File: config.mk
export PLATFORM = sky130hd
export DESIGN_NAME = vehicle_track_table
export DESIGN_NICKNAME = d
export VERILOG_FILES = /design/src/hdl/vtt_pkg.sv /design/src/hdl/vehicle_track_table.sv /design/src/hdl/vtt_qual.sv /design/src/hdl/vtt_cell.sv
export SDC_FILE = /design/constraint.sdc
export NUM_CORES = 2
export LEC_CHECK = 0
export ABC_AREA = 0
export BUFFER_PORTS_ARGS = -buffer_cell sky130_fd_sc_hd__clkbuf_2
export CAP_MARGIN = 20
export CORE_ASPECT_RATIO = 1.4
export CORE_UTILIZATION = 55
export DETAILED_ROUTE_END_ITERATION = 10
export PLACE_DENSITY = 0.82
export SYNTH_ARGS = -nofsm -noshare
export SYNTH_HDL_FRONTEND = slang
export SYNTH_SLANG_ARGS = --single-unit
File: constraint.sdc
create_clock -name clk_i -period 11.6 [get_ports clk_i]
set_clock_uncertainty 0.1 [all_clocks]
set_input_delay 0.58 -clock clk_i [delete_from_list [all_inputs] [get_ports clk_i]]
set_output_delay 0.58 -clock clk_i [all_outputs]
set_load 0.05 [all_outputs]
File: src/hdl/vtt_pkg.sv
// Shared types and constants for the vehicle track table.
// Holds command, status and chain-operation codes, the scan token and write structs.
// No dependencies.
package vtt_pkg;

  localparam int unsigned BOX_W    = 11;
  localparam int unsigned CTR_W    = 12;
  localparam int unsigned SLOT_W   = 4;
  localparam int unsigned CNT_W    = 5;
  localparam int unsigned CFG_IDX_W = 3;

  localparam logic [CTR_W-1:0] SEED_Y_LOW  = 12'd80;
  localparam logic [CTR_W-1:0] SEED_Y_HIGH = 12'd300;

  localparam logic [BOX_W-1:0] RST_ROI_X_MIN  = 11'd300;
  localparam logic [BOX_W-1:0] RST_ROI_X_MAX  = 11'd400;
  localparam logic [BOX_W-1:0] RST_ROI_Y_MIN  = 11'd100;
  localparam logic [BOX_W-1:0] RST_ROI_Y_MAX  = 11'd280;
  localparam logic [BOX_W-1:0] RST_MIN_HEIGHT = 11'd35;
  localparam logic [BOX_W-1:0] RST_MATCH_DX   = 11'd20;
  localparam logic [BOX_W-1:0] RST_MATCH_DY   = 11'd50;
  localparam logic [BOX_W-1:0] RST_ENTRY_Y_MAX = 11'd120;

  typedef enum logic [1:0] {
    CMD_SEED  = 2'd0,
    CMD_TRACK = 2'd1,
    CMD_EOF   = 2'd2,
    CMD_EOSF  = 2'd3
  } vtt_cmd_e;

  typedef enum logic [2:0] {
    ST_REJECTED = 3'd0,
    ST_MATCHED  = 3'd1,
    ST_NEW      = 3'd2,
    ST_UNPLACED = 3'd3,
    ST_FRAME    = 3'd4
  } vtt_status_e;

  typedef enum logic [2:0] {
    REG_ROI_X_MIN  = 3'd0,
    REG_ROI_X_MAX  = 3'd1,
    REG_ROI_Y_MIN  = 3'd2,
    REG_ROI_Y_MAX  = 3'd3,
    REG_MIN_HEIGHT = 3'd4,
    REG_MATCH_DX   = 3'd5,
    REG_MATCH_DY   = 3'd6,
    REG_ENTRY_Y_MAX = 3'd7
  } vtt_reg_e;

  typedef enum logic [1:0] {
    OP_SCAN = 2'd0,
    OP_EOF  = 2'd1,
    OP_EOSF = 2'd2
  } vtt_op_e;

  // Token that walks the cell row, one cell per cycle.
  typedef struct packed {
    logic             vld;
    vtt_op_e          op;
    logic [CTR_W-1:0] cx;
    logic [CTR_W-1:0] cy;
    logic             found;
    logic [SLOT_W-1:0] slot;
    logic [CNT_W-1:0] cleared;
  } vtt_tok_t;

  // Direct write of a new entry into one cell.
  typedef struct packed {
    logic             en;
    logic [CTR_W-1:0] x;
    logic [CTR_W-1:0] y;
  } vtt_wr_t;

  typedef struct packed {
    logic [BOX_W-1:0] roi_x_min;
    logic [BOX_W-1:0] roi_x_max;
    logic [BOX_W-1:0] roi_y_min;
    logic [BOX_W-1:0] roi_y_max;
    logic [BOX_W-1:0] min_height;
    logic [BOX_W-1:0] match_dx;
    logic [BOX_W-1:0] match_dy;
    logic [BOX_W-1:0] entry_y_max;
  } vtt_cfg_t;

endpackage

File: src/hdl/vehicle_track_table.sv
// Vehicle track table: a row of slot cells searched by a token that moves one cell per cycle.
// Seed and rejected detections go from S_EVAL straight to S_PUT; tracking detections and frame
//   commands first walk the token along the cell row in S_SCAN, then go to S_PUT.
// Requests are handled one at a time: a new request is accepted only in S_IDLE.
// Reset (asynchronous, active low) empties every slot, clears touched marks, the insert
//   pointer and the output register, and loads the configuration registers with their defaults.
// Depends on vtt_pkg, vtt_qual and vtt_cell.
module vehicle_track_table import vtt_pkg::*; #(
  parameter int unsigned TRACK_SLOTS = 10
) (
  input  logic                 clk_i,
  input  logic                 rst_ni,
  // Input stream.
  input  logic                 s_axis_tvalid,
  output logic                 s_axis_tready,
  input  logic [47:0]          s_axis_tdata,  // box_x, box_y, box_width, box_height, 4 zero bits
  input  logic [1:0]           s_axis_tuser,  // command
  // Result stream.
  output logic                 m_axis_tvalid,
  input  logic                 m_axis_tready,
  output logic [39:0]          m_axis_tdata,  // slot, center_x, center_y, cleared_count, zeros
  output logic [2:0]           m_axis_tuser,  // status
  // Configuration writes.
  input  logic                 cfg_valid_i,
  output logic                 cfg_ready_o,
  input  logic [CFG_IDX_W-1:0] cfg_index_i,
  input  logic [BOX_W-1:0]     cfg_data_i
);

  typedef enum logic [1:0] {
    S_IDLE,
    S_EVAL,
    S_SCAN,
    S_PUT
  } state_e;

  state_e            state_q, state_d;
  vtt_cfg_t          cfg_q;
  vtt_cmd_e          cmd_q;
  logic [BOX_W-1:0]  bx_q, by_q, bw_q, bh_q;
  logic [SLOT_W-1:0] ptr_q, ptr_d;

  // Result staged until the output register is free.
  vtt_status_e       res_status_q, res_status_d;
  logic [SLOT_W-1:0] res_slot_q, res_slot_d;
  logic [CTR_W-1:0]  res_cx_q, res_cx_d, res_cy_q, res_cy_d;
  logic [CNT_W-1:0]  res_clr_q, res_clr_d;

  logic              out_vld_q, out_vld_d;
  vtt_status_e       out_status_q, out_status_d;
  logic [SLOT_W-1:0] out_slot_q, out_slot_d;
  logic [CTR_W-1:0]  out_cx_q, out_cx_d, out_cy_q, out_cy_d;
  logic [CNT_W-1:0]  out_clr_q, out_clr_d;

  logic [CTR_W-1:0]  cx, cy;
  logic              accept;
  logic              place;
  logic [CTR_W-1:0]  place_x, place_y;
  vtt_tok_t          launch;
  vtt_tok_t          chain [TRACK_SLOTS+1];
  vtt_tok_t          tok_last;
  logic              in_fire;

  assign in_fire       = s_axis_tvalid && s_axis_tready;
  assign s_axis_tready = (state_q == S_IDLE);
  assign cfg_ready_o   = 1'b1;

  // Configuration registers. Writes must only be issued while the block is idle; the block does not enforce this.
  always_ff @(posedge clk_i or negedge rst_ni) begin
    if (!rst_ni) begin
      cfg_q.roi_x_min   <= RST_ROI_X_MIN;
      cfg_q.roi_x_max   <= RST_ROI_X_MAX;
      cfg_q.roi_y_min   <= RST_ROI_Y_MIN;
      cfg_q.roi_y_max   <= RST_ROI_Y_MAX;
      cfg_q.min_height  <= RST_MIN_HEIGHT;
      cfg_q.match_dx    <= RST_MATCH_DX;
      cfg_q.match_dy    <= RST_MATCH_DY;
      cfg_q.entry_y_max <= RST_ENTRY_Y_MAX;
    end else if (cfg_valid_i && cfg_ready_o) begin
      case (vtt_reg_e'(cfg_index_i))
        REG_ROI_X_MIN:   cfg_q.roi_x_min   <= cfg_data_i;
        REG_ROI_X_MAX:   cfg_q.roi_x_max   <= cfg_data_i;
        REG_ROI_Y_MIN:   cfg_q.roi_y_min   <= cfg_data_i;
        REG_ROI_Y_MAX:   cfg_q.roi_y_max   <= cfg_data_i;
        REG_MIN_HEIGHT:  cfg_q.min_height  <= cfg_data_i;
        REG_MATCH_DX:    cfg_q.match_dx    <= cfg_data_i;
        REG_MATCH_DY:    cfg_q.match_dy    <= cfg_data_i;
        REG_ENTRY_Y_MAX: cfg_q.entry_y_max <= cfg_data_i;
        default: begin
        end
      endcase
    end
  end

  // The request fields are captured so the centre is computed from a register.
  always_ff @(posedge clk_i) begin
    if (in_fire) begin
      cmd_q <= vtt_cmd_e'(s_axis_tuser);
      bx_q  <= s_axis_tdata[10:0];
      by_q  <= s_axis_tdata[21:11];
      bw_q  <= s_axis_tdata[32:22];
      bh_q  <= s_axis_tdata[43:33];
    end
  end

  vtt_qual u_qual (
    .cmd_i        (cmd_q),
    .box_x_i      (bx_q),
    .box_y_i      (by_q),
    .box_width_i  (bw_q),
    .box_height_i (bh_q),
    .cfg_i        (cfg_q),
    .cx_o         (cx),
    .cy_o         (cy),
    .accept_o     (accept)
  );

  // The cell row. The token enters cell 0 and passes through the register of each cell in turn to the last cell.
  assign chain[0] = launch;
  assign tok_last = chain[TRACK_SLOTS];

  for (genvar i = 0; i < TRACK_SLOTS; i++) begin : g_cell
    vtt_wr_t wr;
    assign wr.en = place && (ptr_q == SLOT_W'(i));
    assign wr.x  = place_x;
    assign wr.y  = place_y;

    vtt_cell #(
      .IDX (i)
    ) u_cell (
      .clk_i      (clk_i),
      .rst_ni     (rst_ni),
      .tok_i      (chain[i]),
      .tok_o      (chain[i+1]),
      .wr_i       (wr),
      .match_dx_i (cfg_q.match_dx),
      .match_dy_i (cfg_q.match_dy)
    );
  end

  always_comb begin
    state_d      = state_q;
    ptr_d        = ptr_q;
    res_status_d = res_status_q;
    res_slot_d   = res_slot_q;
    res_cx_d     = res_cx_q;
    res_cy_d     = res_cy_q;
    res_clr_d    = res_clr_q;
    out_vld_d    = out_vld_q;
    out_status_d = out_status_q;
    out_slot_d   = out_slot_q;
    out_cx_d     = out_cx_q;
    out_cy_d     = out_cy_q;
    out_clr_d    = out_clr_q;
    place        = 1'b0;
    place_x      = cx;
    place_y      = cy;
    launch       = '0;

    if (out_vld_q && m_axis_tready) begin
      out_vld_d = 1'b0;
    end

    case (state_q)
      S_IDLE: begin
        if (in_fire) begin
          state_d = S_EVAL;
        end
      end
      S_EVAL: begin
        res_slot_d = '0;
        res_clr_d  = '0;
        res_cx_d   = cx;
        res_cy_d   = cy;
        if (cmd_q == CMD_EOF || cmd_q == CMD_EOSF) begin
          launch.vld = 1'b1;
          launch.op  = (cmd_q == CMD_EOF) ? OP_EOF : OP_EOSF;
          res_cx_d   = '0;
          res_cy_d   = '0;
          state_d    = S_SCAN;
        end else if (!accept) begin
          res_status_d = ST_REJECTED;
          state_d      = S_PUT;
        end else if (cmd_q == CMD_SEED) begin
          // Seed boxes go straight to the insert slot without matching.
          place        = 1'b1;
          res_status_d = ST_NEW;
          res_slot_d   = ptr_q;
          state_d      = S_PUT;
        end else begin
          launch.vld = 1'b1;
          launch.op  = OP_SCAN;
          launch.cx  = cx;
          launch.cy  = cy;
          state_d    = S_SCAN;
        end
      end
      S_SCAN: begin
        if (tok_last.vld) begin
          state_d = S_PUT;
          if (tok_last.op == OP_SCAN) begin
            place_x = tok_last.cx;
            place_y = tok_last.cy;
            if (tok_last.found) begin
              res_status_d = ST_MATCHED;
              res_slot_d   = tok_last.slot;
            end else if (tok_last.cy < {1'b0, cfg_q.entry_y_max}) begin
              place        = 1'b1;
              res_status_d = ST_NEW;
              res_slot_d   = ptr_q;
            end else begin
              res_status_d = ST_UNPLACED;
            end
          end else begin
            res_status_d = ST_FRAME;
            res_clr_d    = (tok_last.op == OP_EOF) ? tok_last.cleared : '0;
          end
        end
      end
      S_PUT: begin
        if (!out_vld_q || m_axis_tready) begin
          out_vld_d    = 1'b1;
          out_status_d = res_status_q;
          out_slot_d   = res_slot_q;
          out_cx_d     = res_cx_q;
          out_cy_d     = res_cy_q;
          out_clr_d    = res_clr_q;
          state_d      = S_IDLE;
        end
      end
      default: begin
        state_d = S_IDLE;
      end
    endcase

    // The insert pointer advances round robin whenever a new entry is written.
    if (place) begin
      ptr_d = (ptr_q == SLOT_W'(TRACK_SLOTS - 1)) ? '0 : ptr_q + SLOT_W'(1);
    end
  end

  always_ff @(posedge clk_i or negedge rst_ni) begin
    if (!rst_ni) begin
      state_q      <= S_IDLE;
      ptr_q        <= '0;
      out_vld_q    <= 1'b0;
      res_status_q <= ST_REJECTED;
      res_slot_q   <= '0;
      res_cx_q     <= '0;
      res_cy_q     <= '0;
      res_clr_q    <= '0;
      out_status_q <= ST_REJECTED;
      out_slot_q   <= '0;
      out_cx_q     <= '0;
      out_cy_q     <= '0;
      out_clr_q    <= '0;
    end else begin
      state_q      <= state_d;
      ptr_q        <= ptr_d;
      out_vld_q    <= out_vld_d;
      res_status_q <= res_status_d;
      res_slot_q   <= res_slot_d;
      res_cx_q     <= res_cx_d;
      res_cy_q     <= res_cy_d;
      res_clr_q    <= res_clr_d;
      out_status_q <= out_status_d;
      out_slot_q   <= out_slot_d;
      out_cx_q     <= out_cx_d;
      out_cy_q     <= out_cy_d;
      out_clr_q    <= out_clr_d;
    end
  end

  assign m_axis_tvalid = out_vld_q;
  assign m_axis_tuser  = out_status_q;
  assign m_axis_tdata  = {7'b0, out_clr_q, out_cy_q, out_cx_q, out_slot_q};

  // The token only leaves the row while the controller waits for it.
  assert property (@(posedge clk_i) disable iff (!rst_ni)
    tok_last.vld |-> (state_q == S_SCAN))
    else $error("token left the cell row outside the scan state");

  // The insert pointer always names an existing slot. The compare is one bit wider so a
  // full sixteen-slot row is covered too.
  assert property (@(posedge clk_i) disable iff (!rst_ni)
    {1'b0, ptr_q} < (SLOT_W+1)'(TRACK_SLOTS))
    else $error("insert pointer beyond the last slot");

  // A new request is only taken when no token is in flight.
  assert property (@(posedge clk_i) disable iff (!rst_ni)
    in_fire |=> !chain[1].vld)
    else $error("request accepted while the row was busy");

  // Only frame results carry a cleared count.
  assert property (@(posedge clk_i) disable iff (!rst_ni)
    (out_vld_q && out_status_q != ST_FRAME) |-> (out_clr_q == '0))
    else $error("cleared count on a detection result");

endmodule

File: src/hdl/vtt_qual.sv
// Centre computation and acceptance check for one detection box.
// Depends on vtt_pkg.
module vtt_qual import vtt_pkg::*; (
  input  vtt_cmd_e         cmd_i,
  input  logic [BOX_W-1:0] box_x_i,
  input  logic [BOX_W-1:0] box_y_i,
  input  logic [BOX_W-1:0] box_width_i,
  input  logic [BOX_W-1:0] box_height_i,
  input  vtt_cfg_t         cfg_i,
  output logic [CTR_W-1:0] cx_o,
  output logic [CTR_W-1:0] cy_o,
  output logic             accept_o
);

  logic [CTR_W-1:0] y_lo, y_hi;
  logic             seed;

  // (2*x + w) >> 1 equals x + floor(w / 2).
  assign cx_o = {1'b0, box_x_i} + {2'b00, box_width_i[BOX_W-1:1]};
  assign cy_o = {1'b0, box_y_i} + {2'b00, box_height_i[BOX_W-1:1]};

  assign seed = (cmd_i == CMD_SEED);
  assign y_lo = seed ? SEED_Y_LOW  : {1'b0, cfg_i.roi_y_min};
  assign y_hi = seed ? SEED_Y_HIGH : {1'b0, cfg_i.roi_y_max};

  assign accept_o = (cx_o > {1'b0, cfg_i.roi_x_min}) && (cx_o < {1'b0, cfg_i.roi_x_max}) &&
                    (cy_o > y_lo) && (cy_o < y_hi) &&
                    (box_height_i > cfg_i.min_height);

endmodule

File: src/hdl/vtt_cell.sv
// One table slot: holds a track entry and processes the token passing through it.
// Depends on vtt_pkg.
module vtt_cell import vtt_pkg::*; #(
  parameter int unsigned IDX = 0
) (
  input  logic             clk_i,
  input  logic             rst_ni,
  input  vtt_tok_t         tok_i,
  output vtt_tok_t         tok_o,
  input  vtt_wr_t          wr_i,
  input  logic [BOX_W-1:0] match_dx_i,
  input  logic [BOX_W-1:0] match_dy_i
);

  logic [CTR_W-1:0] x_q, x_d, y_q, y_d;
  logic             touched_q, touched_d;
  vtt_tok_t         tok_q, tok_d;
  logic [CTR_W-1:0] dx, dy;
  logic             occupied, hit;

  assign dx       = (tok_i.cx > x_q) ? tok_i.cx - x_q : x_q - tok_i.cx;
  assign dy       = (tok_i.cy > y_q) ? tok_i.cy - y_q : y_q - tok_i.cy;
  assign occupied = (x_q != '0);
  assign hit      = occupied && !tok_i.found &&
                    (dx < {1'b0, match_dx_i}) && (dy < {1'b0, match_dy_i});

  always_comb begin
    x_d       = x_q;
    y_d       = y_q;
    touched_d = touched_q;
    tok_d     = tok_i;
    if (wr_i.en) begin
      x_d       = wr_i.x;
      y_d       = wr_i.y;
      touched_d = 1'b1;
    end else if (tok_i.vld) begin
      case (tok_i.op)
        OP_SCAN: begin
          if (hit) begin
            x_d         = tok_i.cx;
            y_d         = tok_i.cy;
            touched_d   = 1'b1;
            tok_d.found = 1'b1;
            tok_d.slot  = SLOT_W'(IDX);
          end
        end
        OP_EOF: begin
          if (!touched_q) begin
            x_d = '0;
            y_d = '0;
            if (occupied) begin
              tok_d.cleared = tok_i.cleared + CNT_W'(1);
            end
          end
          touched_d = 1'b0;
        end
        OP_EOSF: begin
          touched_d = 1'b0;
        end
        default: begin
        end
      endcase
    end
  end

  always_ff @(posedge clk_i or negedge rst_ni) begin
    if (!rst_ni) begin
      x_q       <= '0;
      y_q       <= '0;
      touched_q <= 1'b0;
      tok_q     <= '0;
    end else begin
      x_q       <= x_d;
      y_q       <= y_d;
      touched_q <= touched_d;
      tok_q     <= tok_d;
    end
  end

  assign tok_o = tok_q;

endmodule
Word-level counts from Yosys, hierarchy flattened
Index checks and enable logic that the tools add are counted.
{"block": "op_classes", "n_mux": 275, "reduce_logical": 156, "add_sub_neg": 52, "eq_ne": 70, "order_cmp": 46}
{"op": "$mux W12", "count": 98}
{"op": "$pmux W12 S2", "count": 20}
{"op": "$sub A12 B12 Y12", "count": 40}
{"op": "$lt A12 B11 Y1", "count": 22}
{"op": "$mux W5", "count": 52}
{"op": "$gt A12 B12 Y1", "count": 21}
{"op": "$mux W10", "count": 20}
{"op": "$reduce_bool A12 Y1", "count": 10}
{"op": "$mux W27", "count": 3}
{"op": "$reduce_bool A3 Y1", "count": 20}
{"op": "$reduce_and A4 Y1", "count": 12}
{"op": "$add A5 B1 Y5 const B", "count": 9}
{"op": "$logic_and A1 B1 Y1", "count": 45}
{"op": "$mux W1", "count": 43}
{"op": "$ne A3 B2 Y1 const B", "count": 12}
{"op": "$reduce_and A3 Y1", "count": 12}
{"op": "$mux W4", "count": 8}
{"op": "$ne A3 B1 Y1 const B", "count": 10}
{"op": "$eq A2 B2 Y1 const B", "count": 14}
{"op": "$logic_not A2 Y1", "count": 13}
{"op": "$add A11 B10 Y12", "count": 2}
{"op": "$eq A2 B1 Y1 const B", "count": 12}
{"op": "$mux W24", "count": 1}
{"op": "$mux W11", "count": 2}
{"op": "other kinds (27)", "count": 98}
{"block": "totals", "ff_bits": 833, "output_inout_bits": 46, "word_cells": 725, "input_bits": 69}

Depth between registers and ports, before layout
{"block": "depth", "ltp_word": 18, "ltp_mapped": 45, "mapped_depth_nobuf": 43}

By module
A second synthesis with hierarchy kept.
{"block": "hier_totals", "hier_cells": 6570, "area_unflattened_um2": 62025.7}
{"mod": "vtt_cell (g_cell[4].u_cell ...)", "area_each_um2": 4937.2, "cells_each": 536, "seq_area_each_um2": 1551.5, "n_inst": 3}
{"mod": "vehicle_track_table", "area_each_um2": 8941.1, "cells_each": 678, "seq_area_each_um2": 5591.6, "n_inst": 1}
{"mod": "vtt_cell (g_cell[1].u_cell)", "area_each_um2": 5217.5, "cells_each": 584, "seq_area_each_um2": 1551.5, "n_inst": 1}
{"mod": "vtt_cell (g_cell[8].u_cell)", "area_each_um2": 5193.7, "cells_each": 574, "seq_area_each_um2": 1551.5, "n_inst": 1}
{"mod": "vtt_cell (g_cell[9].u_cell)", "area_each_um2": 5175.0, "cells_each": 574, "seq_area_each_um2": 1551.5, "n_inst": 1}
{"mod": "vtt_cell (g_cell[3].u_cell)", "area_each_um2": 5162.5, "cells_each": 567, "seq_area_each_um2": 1551.5, "n_inst": 1}
{"mod": "vtt_cell (g_cell[7].u_cell)", "area_each_um2": 5159.9, "cells_each": 566, "seq_area_each_um2": 1551.5, "n_inst": 1}
{"mod": "vtt_cell (g_cell[0].u_cell)", "area_each_um2": 5084.9, "cells_each": 559, "seq_area_each_um2": 1551.5, "n_inst": 1}
{"mod": "vtt_cell (g_cell[2].u_cell)", "area_each_um2": 5046.1, "cells_each": 557, "seq_area_each_um2": 1551.5, "n_inst": 1}
{"mod": "vtt_qual", "area_each_um2": 2233.4, "cells_each": 303, "seq_area_each_um2": 0.0, "n_inst": 1}

Least setup slack after synthesis
Ideal clock, no wire load.
{"block": "synth_timing", "path_kind": "register to register", "start": "register bh_q[5]", "end": "register g_cell[0].u_cell.y_q[0]", "n_path_buf": 4, "stages_incl_launch_ff": 43, "slack_ns": 2.379, "arrival_ns": 8.995, "required_ns": 11.374, "setup_time_ns": 0.126, "period_less_slack_ns": 9.221, "path_cell_list": "edfxtp_1 ha_1 a21oi_1 o22ai_1 o21bai_1 or2_2 a21o_1 xnor2_1 inv_1 ha_1 a21o_1 a21oi_2 o31ai_1 or4b_4 a2111oi_4 nand3_1 or3_1 clkbuf_1 (+7 left out) a21oi_1 mux2i_1 o21ai_0 a221o_1 and3_1 a211oi_1 xnor2_1 ha_1 a211o_1 o2111ai_1 nand3_1 nor4_1 o2111a_1 o211ai_1 and2_1 buf_6 buf_6 a221o_1"}
{"element": "start: declaration", "line_no": "vehicle_track_table.sv:40", "source": "logic [BOX_W-1:0] bx_q, by_q, bw_q, bh_q;"}
{"element": "start signal: assignment", "line_no": "vehicle_track_table.sv:102", "source": "bh_q <= s_axis_tdata[43:33];"}
{"element": "end signal: assignment", "line_no": "vtt_cell.sv:74", "source": "y_q <= y_d;"}
{"element": "end: declaration", "line_no": "vtt_cell.sv:15", "source": "logic [CTR_W-1:0] x_q, x_d, y_q, y_d;"}

==> run metrics <==
global-route wire length before repair=272.9 mm; starting DRC count in detailed routing=3,741; post-synthesis register bit count=807; CTS tree=done; measured slew at the worst slew-check pin=1189 ps; Logic pwr share=46.6%; Worst EP required=12,070 ps; Fmax=0.09208 GHz; Die H=388.2 um; IO Pins=115; clock power share=23.8%; area occupied by registers=20,450 sq um; number of vias per cell=6.217; cell taking the most area after synthesis=dfrtp_1; Synth-to-Final Area Change=9.395%; clk_lat worst skew=730 ps; Post-route DRC=0; Hold WC Path Type=in2reg; slowest cell on the critical path=or3_1; fillers=8,650; CP delay by family, top=compound AO/OA/AOI/OAI gates; setup TNS=0 ps; initial antenna violation count=7; Crit Path Max Fanout=20; core area=105,500 sq um; share of cells above drive strength 1=9.261%; final net count=7,266; CP endpoint kind=register; DR pass1 iterations=6; DP HPWL=131.8 mm; total global-route track usage=32.67%; Seq/Total Area, Yosys=34.91%; largest cells by area after synthesis=dfrtp_1 31%, ha_1 17%, inv_1 4.6%; Psw=4.918 mW; Hold Vio Cnt, Final=0; post-synth top area share=31.48%; Final setup viols=0; number of H-tree levels=3; leakage power=30.26 nW; die area=107,900 sq um; cell depth of the worst setup path=43; IO buf count=101; Synth Flop Type=dfrtp_1; Reg clk slew, reported paths=60 ps; Buf/Inv on CP=5; Max clock buf depth=3; Root Buffer=clkbuf_16; syn avg cell area=9.317 sq um; power per cell area=180.6 nW/um^2; Die X=277.8 um; number of cell rows=141; Layout Utilization=60.75%; Final Total Pwr=11.58 mW; status=finished, final reports clean; fin crit share=93.62%; GPL Wtd Cong=0.9721; max-cap violations=0; largest net degree at the start of global routing=157; hold depth=3; GRT overflow=0; P_int=6.657 mW; Clock Sinks=807; RSZ-0062 raised after global routing=no; sw frac=42.49%; Post-synth EDFFs=45; Total Wirelength=177.3 mm; Peak VDD IR=0.2278 mV; post-CTS setup buffers=0; max incr delay on CP=730 ps; remaining antenna violation count after routing=0; Commonest cells post-synth=786 x ha_1, 737 x dfrtp_1, 720 x inv_1; post-route insts no fill=7,785; routed length per instance=22.77 um; TritonCTS buffer count=80; area of the multi-input gates=34,590 sq um; initial cell density of the core=55.53%; synth warn=0; CP Data Arrival Time=11,330 ps; Worst R2R Path Depth=43; CP Launch Type=register; vias=48,400; number of global-route vias before repair=48,170; Yosys cell types=103; DP Cell Count=7,595; Worst slew margin=20.73%; cell with the most instances after synthesis=ha_1; Synth Instances=6,288; Netlist Area Pre-Place=58,590 sq um; Crit Path Category=reg2reg; crit path time final=10,860 ps; async set-reset flop share out of synthesis=94.42%; register share of total power=29.6%; Pins Over Slew Limit=0; most frequent CP cell=ha_1
## placed cells by master, fill, tap and decap left out, drive strengths merged, types with 116 or more instances in the layout
cell type	n
a21o	197
a21oi	466
clkbuf	201
dfrtp	737
ha	786
inv	722
mux2	158
mux2i	116
nand2	359
nand3	127
nor2	406
o21ai	301
xnor2	153
## registers in the layout (all words and copies together) (netlist names), 10 cells and up
name / flops
res_cx_q: 12
g_cell.u_cell.x_q: 120
cfg_q: 88
by_q: 11
res_cy_q: 12
bh_q: 11
bx_q: 11
out_cy_q: 12
bw_q: 10
g_cell.u_cell.y_q: 120
g_cell.u_cell.tok_o: 345
out_cx_q: 12
g_cell.u_cell.touched_q: 10
## through the flow
stage	area, sq um	setup slack, ps	hold WS, ps
2_1_floorplan	58630	2379	184.4
3_3_place_gp	60730	738.2	294.5
3_5_place_dp	60790	547.8	295.9
4_1_cts	64010	453.9	86.15
5_1_grt	64090	31.95	156.3
6_report	64090	739.7	126.5
## metal layers
metal / routed length, um / track usage, %
met1: 67260 / 38.83
met5: 37 / 0
met2: 83690 / 54.41
met4: 13900 / 23.39
met3: 12380 / 4.418
## what timing repair did
action	in CTS	in global routing
gates resized for setup	0	1
hold buffers	46	0
endpoints found under the setup margin	0	19
endpoints found under the hold margin	134	0
## tightest hold or removal path, cell delays in order
cell and delay, ps:
clkbuf_2 190, nand2_1 90, o21ai_0 80
## cells by family after synthesis
| logic type | Yosys count | share of synthesized area, % |
|---|---|---|
| compound gates | 1737 | 19.86 |
| simple gates | 1420 | 11.94 |
| buf+inv | 986 | 6.541 |
| fa+ha+maj | 828 | 18.22 |
| flops | 807 | 34.91 |
| mux | 274 | 5.025 |
| xor+xnor | 234 | 3.498 |
| other cells | 2 | 0.01282 |
## power groups by stage
stage                     Sequential, mW  Combinational (mW)  Clock [mW]
after CTS                           3.42                5.28        2.78
after detailed placement            3.46                5.23           0
after global routing                3.46                5.83        2.88
after floorplan                     3.48                3.34           0
after global placement              3.45                5.10           0
final                               3.43                5.40        2.75
## worst paths after layout
path	startpoint	to	slack (ps)
hold / removal	cfg_data_i[3]	cfg_q[80]$_DFFE_PN1P_	130
setup / recovery	bh_q[1]$_DFFE_PP_	g_cell[0].u_cell.y_q[3]$_DFFE_PN0P_	740
setup reg to reg	bh_q[1]$_DFFE_PP_	g_cell[0].u_cell.y_q[3]$_DFFE_PN0P_	740
min in group asynchronous	rst_ni	cfg_q[39]$_DFFE_PN0P_	370
hold reg to reg	g_cell[8].u_cell.tok_o[36]$_DFF_PN0_	g_cell[9].u_cell.tok_o[36]$_DFF_PN0_	300
max in group asynchronous	rst_ni	g_cell[2].u_cell.x_q[1]$_DFFE_PN0P_	8530
## layout make-up
cell class | count | share of cell area, %
multi-input combinational | 4505 | 53.97
sequential | 807 | 31.91
inverter | 722 | 4.228
clock buffer | 101 | 3.403
timing repair buffer | 253 | 2.928
tap | 1358 | 2.651
clock inverter | 37 | 0.9000
antenna | 2 | 0.007809
Power figures use the tool's default switching activity.
